[config.mk]
export PLATFORM = sky130hd
export DESIGN_NAME = prpi_div
export DESIGN_NICKNAME = d
export VERILOG_FILES = /design/src/hw/rtl/prpi_div.sv
export SDC_FILE = /design/constraint.sdc
export NUM_CORES = 1
export LEC_CHECK = 0
export BUFFER_PORTS_ARGS = -buffer_cell sky130_fd_sc_hd__buf_2
export CORE_UTILIZATION = 54
export DETAILED_ROUTE_END_ITERATION = 8
export GPL_TIMING_DRIVEN = 0
export HOLD_SLACK_MARGIN = 0.05
export MAX_ROUTING_LAYER = met4
export PLACE_DENSITY = 0.88
export SLEW_MARGIN = 10
export SYNTH_ARGS = -nofsm -noshare
export SYNTH_HDL_FRONTEND = slang
export SYNTH_SLANG_ARGS = --single-unit
[constraint.sdc]
create_clock -name clk_i -period 4.2 [get_ports clk_i]
set_input_delay 0.63 -clock clk_i [delete_from_list [all_inputs] [get_ports clk_i]]
set_output_delay 0.63 -clock clk_i [all_outputs]
set_load 0.03 [all_outputs]
[src/hw/rtl/prpi_div.sv]
// Sequential restoring divider, one quotient bit per cycle.
// Depends on nothing but its ports.
module prpi_div #(
  parameter int unsigned NumW = 48,
  parameter int unsigned DenW = 24
) (
  input  logic            clk_i,
  input  logic            rst_ni,
  input  logic            start_i,
  input  logic [NumW-1:0] num_i,
  input  logic [DenW-1:0] den_i,
  output logic            busy_o,
  output logic [NumW-1:0] quo_o
);

  localparam int unsigned CntW = $clog2(NumW + 1);

  logic [NumW-1:0] quo_q, quo_d;
  logic [DenW:0]   rem_q, rem_d;
  logic [DenW-1:0] den_q, den_d;
  logic [CntW-1:0] cnt_q, cnt_d;
  logic [DenW:0]   trial;

  always_comb begin
    quo_d = quo_q;
    rem_d = rem_q;
    den_d = den_q;
    cnt_d = cnt_q;
    trial = '0;
    if (start_i) begin
      quo_d = num_i;
      rem_d = '0;
      den_d = den_i;
      cnt_d = CntW'(NumW);
    end else if (cnt_q != '0) begin
      trial = {rem_q[DenW-1:0], quo_q[NumW-1]};
      if (trial >= {1'b0, den_q}) begin
        rem_d = trial - {1'b0, den_q};
        quo_d = {quo_q[NumW-2:0], 1'b1};
      end else begin
        rem_d = trial;
        quo_d = {quo_q[NumW-2:0], 1'b0};
      end
      cnt_d = cnt_q - 1'b1;
    end
  end

  always_ff @(posedge clk_i or negedge rst_ni) begin
    if (!rst_ni) begin
      cnt_q <= '0;
    end else begin
      cnt_q <= cnt_d;
    end
  end

  always_ff @(posedge clk_i) begin
    quo_q <= quo_d;
    rem_q <= rem_d;
    den_q <= den_d;
  end

  assign busy_o = (cnt_q != '0);
  assign quo_o  = quo_q;

endmodule

# Word level (Yosys, flattened, before mapping)
# Cells that the tools add are included.
# totals
register_bits	102
latch_bits	0
ram_bits	0
romBits	0
inputBits	75
out_inout_bits	49
wordCells	15
mem_count	0
# classes
addsub	2
mul	0
n_div	0
magnitude_cmp	1
eq_ne	0
shifts	0
n_mux	6
bitwise_logic	0
n_reduce_logical	2
# ops
operator	n
two-way mux 48 bit	2
greater-or-equal comparator 25 x 24 -> 1 bit	1
two-way mux 24 bit	1
subtractor 24 bit	1
two-way mux 6 bit	2
nonzero test 6 bit	1
subtractor 6 x 1 -> 6 bit, second input constant	1
nonzero test 2 bit	1
two-way mux 1 bit	1

# Depth between registers and ports, before layout
# depth
ltp_word	4
ltp_mapped	14
ltp_nobuf	12

# Least setup slack after synthesis
# Ideal clock, no wire load.
# synth_timing
path_kind	flip-flop to flip-flop
from	register quo_q[47] (netlist: quo_o[47])
to	register quo_q[0] (netlist: quo_o[0]), data pin
setup_time_ns	0.260
arrival_time_ns	2.762
required_time_ns	3.940
path_slack_ns	1.179
path_stages_with_launch	13
path_buffers	2
period_less_slack_ns	3.021
cell_sequence	edfxtp_1 > inv_1 > ha_1 > nor2b_1 > o31a_1 > or3_1 > a32oi_2 > o211ai_2 > a31o_4 > a21o_1 > buf_6 > buf_6 > mux2_2
# synth_between
elab_chain_len	4
# synth_rtl
item	line_no	rtl
start: declaration	18	logic [NumW-1:0] quo_q, quo_d;
start signal: assignment	57	quo_q <= quo_d;
greater-or-equal comparator 25 x 24 -> 1 bit	37	if (trial >= {1'b0, den_q}) begin
two-way mux 1 bit	37	
two-way mux 48 bit	35	end else if (cnt_q != '0) begin
two-way mux 48 bit	30	if (start_i) begin
via quo_d[0]	18	
# The timed path passes the listed nets, and every way through them passes these cells. The select of a mux whose other input is x is not followed.
# A chain may end at the register's enable or synchronous reset.

# Worst setup path after layout
# layout_timing
from	register cnt_q[0]
to	output busy_o
# layout_between
elab_chain_len	1
# layout_rtl
item	line_no	rtl
start: declaration	21	logic [CntW-1:0] cnt_q, cnt_d;
start signal: assignment	52	cnt_q <= cnt_d;
nonzero test 6 bit	62	assign busy_o = (cnt_q != '0);
end: declaration	12	output logic busy_o,
# Every way passes these cells.

==> summary.md <==
| Metric | Value |
|---|---|
| First-pass GRT wire length | `20.1 mm` |
| Number of fill cells in the layout | `718` |
| Setup Fix Bufs, Post-CTS | `0` |
| PortBufs | `123` |
| Initial antenna violation count | `0` |
| Routed vias | `roughly 4300` |
| CP Capture Type | `output port` |
| Yosys top cell by area | `edfxtp_1` |
| Post-synthesis sequential element count | `slightly above 100` |
| 1st-pass router iterations | `4` |
| Post-Syn Nets | `573` |
| Routability congestion estimate | `0.897` |
| Core footprint | `0.00973 mm2` |
| Pwr/cell area | `572 mW/mm2` |
| Yosys top cell area share | `39.9%` |
| Layout cells sized above 1 | `32.8%` |
| Max-cap violations | `0` |
| DIE HEIGHT | `102 um` |
| Antenna diode count | `0` |
| RR Startpoint | `den_q[1]$_DFFE_PP_` |
| Util after Layout | `65.8%` |
| Num Clock Sinks | `102` |
| Final hold vios | `0` |
| Max clock buf depth | `2` |
| Peak Freq | `approximately 0.29 GHz` |
| Avg Inst Size Synth | `about 11 um2` |
| Crit path max fanout | `10` |
| CP Data Required Time | `3570 ps` |
| Worst-Skew Late Latency | `390 ps` |
| Ys Warns | `0` |
| Final setup fails | `0` |
| Routed WL per cell | `about 17 um` |
| FF-to-FF path depth | `12` |
| Outcome | `complete, no violations` |
| Reg clk slew, reported paths | `110 ps` |
| DRC errors left | `0` |
| Fin. max-slew vios | `0` |
| Synth-to-Final Area Change | `18.3%` |
| Slew margin rel. | `34.8%` |
| Pin count of the biggest net entering global routing | `37` |
| CTS tree | `done` |
| Setup_tns | `0 ps` |
| Clock skew | `about 18 ps` |
| Final net count | `roughly 710` |
| Drt initial violations | `247` |
| Synthesized instance count | `472` |
| Via/cell ratio | `about 5.7` |
| Critical path startpoint category | `flop` |
| Routed WL | `approximately 13 mm` |
| Final hold slack | `410 ps` |
| IO Pins | `124` |
| WS Path Type | `flop to output port` |
| # hold bufs at CTS | `1` |
| Fin area | `0.00640 mm2` |
| Leakage power | `2.78 nW` |
| Fin crit share | `81.4%` |
| Starting Density | `55.7%` |
| R2r endpoint | `quo_o[0]$_DFFE_PP_` |
| Vias in the first global route | `4217` |
| Number of flops mapped to enable cells by yosys | `just over 70` |
| Area after DPL | `0.00622 mm2` |
| Min-delay worst type | `input pin to flop` |
| Chip Width | `102 um` |
| Mapped cell area | `0.00542 mm2` |
| Slew @ Worst Pin | `969 ps` |
| Post-cts sizing count | `0` |
| Commonest register cell after synthesis | `edfxtp_1` |
| Grt ovf | `0` |
| Fin crit period | `about 3400 ps` |
| Synth area leaders | `edfxtp_1 40%, mux2_2 10%, dfxtp_1 8.9%, ha_1 5.8%, mux2i_1 3.1%` |
| Flop-to-flop setup slack | `930 ps` |
| Register area share after synthesis | `51.6%` |
| FFs w/ async S/R, synth | `5.88%` |
| Unique masters post-synth | `55` |
| Worst Setup SP | `cnt_q[0]$_DFFE_PN0P_` |
| RSZ-0062 raised after global routing | `no` |
| DP Wirelength | `9.26 mm` |
| Htree depth | `3` |
| Peak supply drop | `approximately 0.35 mV` |
| Root buf cell | `clkbuf_8` |
| GRT Overall Usage | `26.2%` |
| Antenna-violating nets left | `0` |
| Critical Path Sink | `busy_o` |
| Cts bufs inserted | `9` |
| Full die area | `0.0104 mm2` |
| Std-Cell Rows | `36` |
| WP data arrival | `2790 ps` |
per-layer routing:
| metal | routed length [um] | up-vias | track usage, % | share of wire [%] |
|---|---|---|---|---|
| li1 | - | 2018 | - | - |
| met1 | 5300 | 2048 | 31.3 | 42 |
| met2 | 6350 | 169 | 43.2 | 50 |
| met3 | 841 | 18 | 6.77 | 6.6 |
| met4 | 195 | 0 | 8.57 | 1.5 |
| met5 | 0 | - | - | 0 |
cell type report:
cell class	count	area, um2	area share [%]
clock inverter	5	42.5	0.664
multi-input combinational	311	2380	37.2
sequential	102	2790	43.6
clock buffer	11	131	2.05
buffer	20	96.3	1.50
tap	133	166	2.60
inverter	39	146	2.29
timing repair buffer	125	646	10.1
cell usage after synthesis, types with 6 or more instances:
cell type and number:
clkbuf_1 15, dfxtp_1 24, mux2i_1 17, xnor2_1 12, inv_1 37, nand2_1 18, nand3_1 11, mux2_2 48
nor3_1 8, nor2_1 41, nor4_1 6, a21oi_1 24, o21ai_0 9, edfxtp_1 72, ha_1 25, a31oi_1 6
a211oi_1 20, dfrtp_1 6, nand4_1 7
cells in the final DEF (no fill, tap or decap), types with 4 or more instances in the layout:
cell type / Yosys / layout
a31o_2: 4 / 4
clkbuf_8: 0 / 9
dfrtp_1: 6 / 6
mux2_2: 48 / 48
dfxtp_1: 24 / 24
xnor2_1: 12 / 12
nand2b_1: 4 / 4
clkbuf_1: 15 / 17
mux2i_1: 17 / 17
nor2_1: 41 / 41
ha_1: 25 / 25
a31oi_1: 6 / 6
nand4_1: 7 / 7
o21ai_0: 9 / 9
nand2_1: 18 / 17
edfxtp_1: 72 / 72
a21o_1: 5 / 5
nor3_1: 8 / 8
a211oi_1: 20 / 20
buf_2: 2 / 125
or3_1: 4 / 4
xor2_1: 5 / 5
inv_1: 37 / 37
nor4_1: 6 / 6
nand3_1: 11 / 11
a311oi_1: 4 / 4
a21oi_1: 24 / 24
critical path: stages, from the launching register on:
cell and delay [ps]:
dfrtp_1 390, inv_1 90, ha_1 200, nand2b_1 120
nor4_1 750, inv_2 230, clkbuf_1 350, buf_2 280
state kept, by name, indices dropped and copies added, names as in the netlist:
name / cells
cnt_q: 6
den_q: 24
quo_o: 48
rem_q: 24
metrics by stage:
| step | worst slack (ps) | cells | total power [mW] |
|---|---|---|---|
| 6_report | 780 | 746 | 3.66 |
| 5_1_grt | 543 | 746 | 3.87 |
| 4_1_cts | 783 | 746 | 3.65 |
| 3_5_place_dp | 948 | 729 | 3.06 |
| 3_3_place_gp | 218 | 728 | 3.00 |
| 2_1_floorplan | 1180 | 472 | 2.69 |
how the worst min path moves through the flow:
stage | from | endpoint | cells past startpoint
after CTS | den_i[14] | den_q[14]$_DFFE_PP_ | 1
after global routing | den_i[12] | den_q[12]$_DFFE_PP_ | 1
final | den_i[16] | den_q[16]$_DFFE_PP_ | 1
after global placement | rst_ni | cnt_q[4]$_DFFE_PN0P_ | 1
after floorplan | rst_ni | cnt_q[0]$_DFFE_PN0P_ | 0
after detailed placement | rst_ni | cnt_q[4]$_DFFE_PN0P_ | 1
logic make-up (layout without fill, tap and decap cells):
| kind of cell | after synthesis | in the layout | share of synthesized area [%] |
|---|---|---|---|
| xor+xnor | 17 | 17 | 2.75 |
| flops | 102 | 102 | 51.6 |
| mux | 65 | 65 | 13.1 |
| compound gates | 93 | 93 | 12.2 |
| simple gates | 110 | 110 | 9.68 |
| fa+ha+maj | 26 | 26 | 6.15 |
| buf+inv | 59 | 200 | 4.48 |
power by group:
group	total [mW]	internal [mW]	switching, mW
Combinational	1.67	0.721	0.953
Sequential	1.41	1.27	0.133
Clock	0.583	0.224	0.359
(Power assumes the default switching activity.)
