## config.mk

```make
export PLATFORM = sky130hd
export DESIGN_NAME = prpi_cell
export DESIGN_NICKNAME = d
export VERILOG_FILES = /design/src/hw/rtl/prpi_pkg.sv /design/src/hw/rtl/prpi_cell.sv
export SDC_FILE = /design/constraint.sdc
export NUM_CORES = 1
export LEC_CHECK = 0
export BUFFER_PORTS_ARGS = -buffer_cell sky130_fd_sc_hd__clkbuf_2
export CAP_MARGIN = 10
export CORE_MARGIN = 5
export CORE_UTILIZATION = 48
export DETAILED_ROUTE_END_ITERATION = 10
export GPL_TIMING_DRIVEN = 0
export PLACE_DENSITY_LB_ADDON = 0.12
export SETUP_SLACK_MARGIN = 0.3
export SLEW_MARGIN = 25
export SYNTH_ARGS = -nofsm -noshare
export SYNTH_HDL_FRONTEND = slang
export SYNTH_SLANG_ARGS = --single-unit
```

## constraint.sdc

```tcl
create_clock -name clk_i -period 3.6 [get_ports clk_i]
set_input_delay 0.72 -clock clk_i [delete_from_list [all_inputs] [get_ports clk_i]]
set_output_delay 0.72 -clock clk_i [all_outputs]
set_load 0.1 [all_outputs]
```

## src/hw/rtl/prpi_pkg.sv

```systemverilog
// Package for the damped power-iteration ranking block.
// Holds payload structs, action codes, the state enum and fixed-point constants.
// No dependencies.
package prpi_pkg;

  localparam int unsigned MaxVertices = 16;
  localparam int unsigned RankW       = 24;
  localparam int unsigned CfgW        = 16;

  localparam logic [RankW-1:0] RankMax = 24'hFFFFFF;

  typedef enum logic [1:0] {
    ActSetEdge = 2'd0,
    ActClear   = 2'd1,
    ActRun     = 2'd2,
    ActNone    = 2'd3
  } action_e;

  typedef enum logic [1:0] {
    CfgVertexCount = 2'd0,
    CfgNullEdge    = 2'd1,
    CfgIterCount   = 2'd2,
    CfgDamping     = 2'd3
  } cfg_idx_e;

  typedef enum logic [2:0] {
    StIdle,
    StDegree,
    StSetup,
    StIter,
    StEmit
  } state_e;

  typedef struct packed {
    logic [1:0]  action;
    logic [3:0]  from_index;
    logic [3:0]  to_index;
    logic [15:0] edge_weight;
  } req_t;

  typedef struct packed {
    logic [3:0]  vertex_index;
    logic [15:0] rank_q16;
    logic        last_rank;
  } rsp_t;

  // Controls fanned out to every cell.
  typedef struct packed {
    logic init;
    logic shift;
    logic commit;
  } cell_ctrl_t;

endpackage

```

## src/hw/rtl/prpi_cell.sv

```systemverilog
// One vertex cell: holds previous rank, share and running sum, and shifts its
// share to the neighbor when shift is set and load_share is not. Depends on prpi_pkg.
module prpi_cell (
  input  logic                      clk_i,
  input  prpi_pkg::cell_ctrl_t      ctrl_i,
  input  logic [prpi_pkg::RankW-1:0] init_rank_i,
  input  logic [prpi_pkg::RankW-1:0] new_rank_i,
  input  logic [prpi_pkg::RankW-1:0] share_i,
  input  logic [prpi_pkg::RankW-1:0] share_load_i,
  input  logic                      load_share_i,
  input  logic                      edge_i,
  output logic [prpi_pkg::RankW-1:0] share_o,
  output logic [prpi_pkg::RankW-1:0] rank_o,
  output logic [prpi_pkg::RankW+4:0] sum_o
);

  logic [prpi_pkg::RankW-1:0] rank_q, rank_d;
  logic [prpi_pkg::RankW-1:0] share_q, share_d;
  logic [prpi_pkg::RankW+4:0] sum_q, sum_d;

  always_comb begin
    rank_d  = rank_q;
    share_d = share_q;
    sum_d   = sum_q;
    if (ctrl_i.init) begin
      rank_d = init_rank_i;
      sum_d  = '0;
    end else if (ctrl_i.commit) begin
      rank_d = new_rank_i;
      sum_d  = '0;
    end
    if (load_share_i) begin
      share_d = share_load_i;
    end else if (ctrl_i.shift) begin
      share_d = share_i;
      if (edge_i) begin
        sum_d = sum_q + {5'd0, share_i};
      end
    end
  end

  always_ff @(posedge clk_i) begin
    rank_q  <= rank_d;
    share_q <= share_d;
    sum_q   <= sum_d;
  end

  assign share_o = share_q;
  assign rank_o  = rank_q;
  assign sum_o   = sum_q;

endmodule

```

After elaboration in Yosys (flattened, before gate mapping)
Index checks and enable logic that the tools add are counted.
{"block": "totals", "reg_bits": 77, "in_bits": 102, "out_inout_bits": 77, "elab_cells": 15}
{"block": "op_classes", "n_addsub": 1, "mux": 9, "n_reduce_logical": 2}
{"operator": "2-to-1 mux 29 bit", "count": 5}
{"operator": "2-to-1 mux 24 bit", "count": 4}
{"operator": "adder 29 x 24 -> 29 bit", "count": 1}
{"operator": "nonzero test 2 bit", "count": 2}

Logic depth before layout (Yosys ltp)
{"block": "logic_depth", "ltp_word": 5, "mapped_depth": 10, "ltp_nobuf": 10}

Least setup slack after synthesis
Ideal clock, no wire load.
{"block": "synth_timing", "kind": "register to register", "from": "reg sum_q, in the netlist sum_o[4]", "to": "reg sum_q, in the netlist sum_o[25]", "setup_time_ns": 0.116, "arrival_time_ns": 2.931, "required_time_ns": 3.484, "setup_slack_ns": 0.554, "path_stages_with_launch": 10, "n_path_buf": 0, "synth_period_minus_slack_ns": 3.046, "cell_sequence": "dfxtp_1 ha_1 a21oi_1 o211ai_1 a21o_1 a31o_2 o41ai_2 nor2b_1 nor3b_1 a21o_1"}
{"block": "synth_between", "elab_chain_cells": 4}
{"item": "start: declaration", "line_no": "prpi_cell.sv:19", "text": "logic [prpi_pkg::RankW+4:0] sum_q, sum_d;"}
{"item": "start signal: assignment", "line_no": "prpi_cell.sv:45", "text": "sum_q <= sum_d;"}
{"item": "adder 29 x 24 -> 29 bit", "line_no": "prpi_cell.sv:37", "text": "sum_d = sum_q + {5'd0, share_i};"}
{"item": "2-to-1 mux 29 bit", "line_no": "prpi_cell.sv:36", "text": "if (edge_i) begin"}
{"item": "2-to-1 mux 29 bit", "line_no": "prpi_cell.sv:34", "text": "end else if (ctrl_i.shift) begin"}
{"item": "2-to-1 mux 29 bit", "line_no": "prpi_cell.sv:32", "text": "if (load_share_i) begin"}
{"item": "via sum_d, one bit", "line_no": "prpi_cell.sv:19"}
The timed path passes the listed nets, and every way through them passes these cells.
A chain may end at the register's enable or synchronous reset.

Final worst setup path
{"block": "layout_timing", "from": "in share_i[0] in the netlist's numbering", "to": "reg sum_q, in the netlist sum_o[26]"}
{"block": "layout_between", "elab_chain_cells": 4}
{"item": "start: declaration", "line_no": "prpi_cell.sv:8", "text": "input logic [prpi_pkg::RankW-1:0] share_i,"}
{"item": "adder 29 x 24 -> 29 bit", "line_no": "prpi_cell.sv:37"}
{"item": "2-to-1 mux 29 bit", "line_no": "prpi_cell.sv:36"}
{"item": "2-to-1 mux 29 bit", "line_no": "prpi_cell.sv:34"}
{"item": "2-to-1 mux 29 bit", "line_no": "prpi_cell.sv:32"}
{"item": "via sum_d, one bit", "line_no": "prpi_cell.sv:19"}
The timed path passes the listed nets, and every way through them passes these cells.

==> flow_summary.yaml <==
synth:
  yosys.area_share.simple_pct: 10.1
  synth_seq_cells: 77
  synth_top_area_share_pct: 34.3
  synth-xor-area-share_pct: 3.96
  synth_common_cells: "edfxtp_1 (48), mux2_2 (48), o21ai_0 (34)"
  synthMuxAreaShare_pct: 12.9
  synth_nets: 504
  synth_top_area_cell: "edfxtp_1"
  synth-main-ff-cell: "edfxtp_1"
  syn-instance-count: 377
  synthAdderAreaFrac_pct: 7.63
  avgSynthCellArea_um2: 11.1
  synth_area_leaders: "edfxtp_1 (34%), dfxtp_1 (14%), mux2_2 (13%), ha_1 (7.2%), o21ai_0 (4.1%)"
  netlist_area_um2: 4200
  yosysWarnings: 0
  synth.distinct_cells: 49
  synth-async-reset-ratio_pct: 0
  synth-edff-count: 48
  ys_seq_area_share_pct: 48.2
  synth_compound_area_share_pct: 15.0
  synth_top_family_by_area: "compound AO/OA/AOI/OAI gates"
setup_path:
  crit_arrival_ns: 3.19
  rrSetupSlack_ns: 0.82
  reg2reg_depth: 10
  start_kind: "input pin"
  critical_path_class: "in -> reg"
  path_max_fanout: 5
  worstPathRequired_ns: 3.84
  worst_setup_path_end_kind: "register"
  rr_startpoint: "sum_o[0]$_DFF_P_"
  critPathLaunch: "share_i[0]"
  rr_endpoint: "sum_o[26]$_DFF_P_"
clocking:
  postCtsHoldBufs: 0
  cts_root_buf: "clkbuf_8"
  post_cts_buffers: 0
  cts.sinks: 77
  cts_tree: "done"
  clockBufferDepth: 2
  h-tree-depth: 3
  path_clk_slew_ns: 0.08
  clock_latency_ns: 0.36
  cts_resized: 0
  cts_buffers: 9
sta:
  final.min_clock_period_ns: 2.95
  skew_ns: 0.0150
  fmax_ghz: 0.339
  finalHoldViolCount: 0
  min_period_over_period_pct: 81.9
  slew_headroom_pct: 37.3
  grt_setup_unrepaired: "false"
  tightest_slew_ns: 0.939
  tns_ns: 0
  drv_slew: 0
  setup_violations: 0
floorplan:
  coreArea_um2: 8640
  row_count: 34
  die_area_um2: 10700
  initial_utilization_pct: 48.6
  die_h_um: 104
  die_w_um: 104
  ioPinCount: 179
drt:
  via_count: 3672
  drtPass1Iterations: 4
  drt_iter0_markers: 96
  routed_wl_um: 11100
  remaining_drc_errors: 0
  wl_per_cell_um: 16.4
  viasPerCell: 5.42
  ant_nets: 0
min_path:
  hold_end: "sum_o[0]$_DFF_P_"
  hold_path.class: "reg -> reg"
  min_path_cells: 2
  holdCritStartpoint: "sum_o[0]$_DFF_P_"
final_layout:
  drive_above_1_share_pct: 43.9
  area.sequential_um2: 2020
  synthToLayoutAreaGrowth_pct: 28.5
  final_nets: 691
  final_util_pct: 62.5
  multiInputGateArea_um2: 2080
  n_antenna_cell: 0
  fill_cells: 762
power_and_ir_drop:
  leakage_nw: 2.47
  power.density_nw_per_um2: 488
  ir_worst_vdd_mv: 0.274
  fin_total_pwr_mw: 2.63
placed_design:
  place_hpwl_um: 8840
  gp_congestion: 0.861
  io_buffers: 176
global_route:
  grt_pass1_wl_um: 17900
  grt_usage_pct: 20.2
  grt_max_degree: 25
  grt_overflow: 0
  antenna_found_initial: 0
  grt_pass1_vias: 3714
status:
  status: "finished, final reports clean"
run:
  maxCapViolCount: 0
-- state kept, by name, summed over array words and instances (netlist names) --
name,flops
share_o,24
sum_o,29
rank_o,24
-- cells by family (layout without fill, tap and decap cells) --
| logic type | Yosys count | after routing |
|---|---|---|
| AO/OA/AOI/OAI | 97 | 97 |
| AND/OR/NAND/NOR | 86 | 86 |
| flip-flops | 77 | 77 |
| multiplexers | 48 | 48 |
| adder cells (fa/ha/maj) | 25 | 25 |
| buffers and inverters | 25 | 217 |
| XOR/XNOR | 19 | 19 |
-- power breakdown --
group,internal (mW),leakage (nW),switching (mW),total [mW]
combinational,0.203,1.65,0.760,0.964
sequential,1.02,0.725,0.0287,1.05
clock,0.260,0.0881,0.358,0.618
total,1.48,2.47,1.15,2.63
-- layer usage --
| layer | vias to the layer above | track usage [%] | wire length [um] |
|---|---|---|---|
| met1 | 1735 | 23.9 | 4610 |
| li1 | 1792 | - | - |
| met2 | 131 | 35.8 | 5570 |
| met5 | - | 0 | 0 |
| met3 | 14 | 5.22 | 779 |
| met4 | 0 | 5.90 | 154 |
-- worst max-delay path, cell delays in order --
cell and delay [ns]:
clkbuf_2 0.11, ha_1 0.23, fa_1 0.42, a21oi_1 0.24, o211ai_1 0.13, a22oi_1 0.44, o21ai_4 0.11, a21oi_2 0.27
o21a_4 0.21, nor4_1 0.05, a311o_1 0.27
-- how the worst max path moves through the flow --
stage	to	slack [ns]	cells past startpoint
floorplan	sum_o[25]$_DFF_P_	0.55	9
global placement	sum_o[26]$_DFF_P_	0.33	11
detailed placement	sum_o[26]$_DFF_P_	0.32	11
CTS	sum_o[26]$_DFF_P_	0.68	11
global route	sum_o[26]$_DFF_P_	0.50	11
finish	sum_o[26]$_DFF_P_	0.65	11
-- final cells by class --
class                      count  share of cell area, %
tap                          108                   2.50
inverter                      10                  0.696
sequential                    77                   37.5
timing repair buffer         176                   16.3
clock buffer                   9                   2.30
clock inverter                 7                   1.07
buffer                        15                   1.04
multi-input combinational    275                   38.6
-- placed cells by master, fill, tap and decap left out, types with 4 or more instances in the layout --
cell type,synthesis,layout
o21ai_0,34,34
nor2_1,8,8
clkbuf_2,0,176
edfxtp_1,48,48
nand2_1,25,25
inv_1,10,10
dfxtp_1,29,29
nor3_1,5,5
a21o_1,8,8
a21oi_1,25,25
buf_1,5,5
clkbuf_8,0,9
nor2b_1,5,5
ha_1,24,24
o21bai_1,4,4
xnor2_1,12,12
clkbuf_1,10,10
nand3_1,28,28
xor2_1,7,7
mux2_2,48,48
-- metrics by stage --
stage | cell area (um2) | instances | hold WS [ns] | setup slack (ns)
2_1_floorplan | 4200 | 377 | 0.909 | 0.554
3_3_place_gp | 5210 | 661 | 0.467 | 0.325
3_5_place_dp | 5210 | 661 | 0.475 | 0.325
4_1_cts | 5400 | 677 | 0.487 | 0.677
5_1_grt | 5400 | 677 | 0.513 | 0.505
6_report | 5400 | 677 | 0.481 | 0.651
Power figures use the tool's default switching activity.
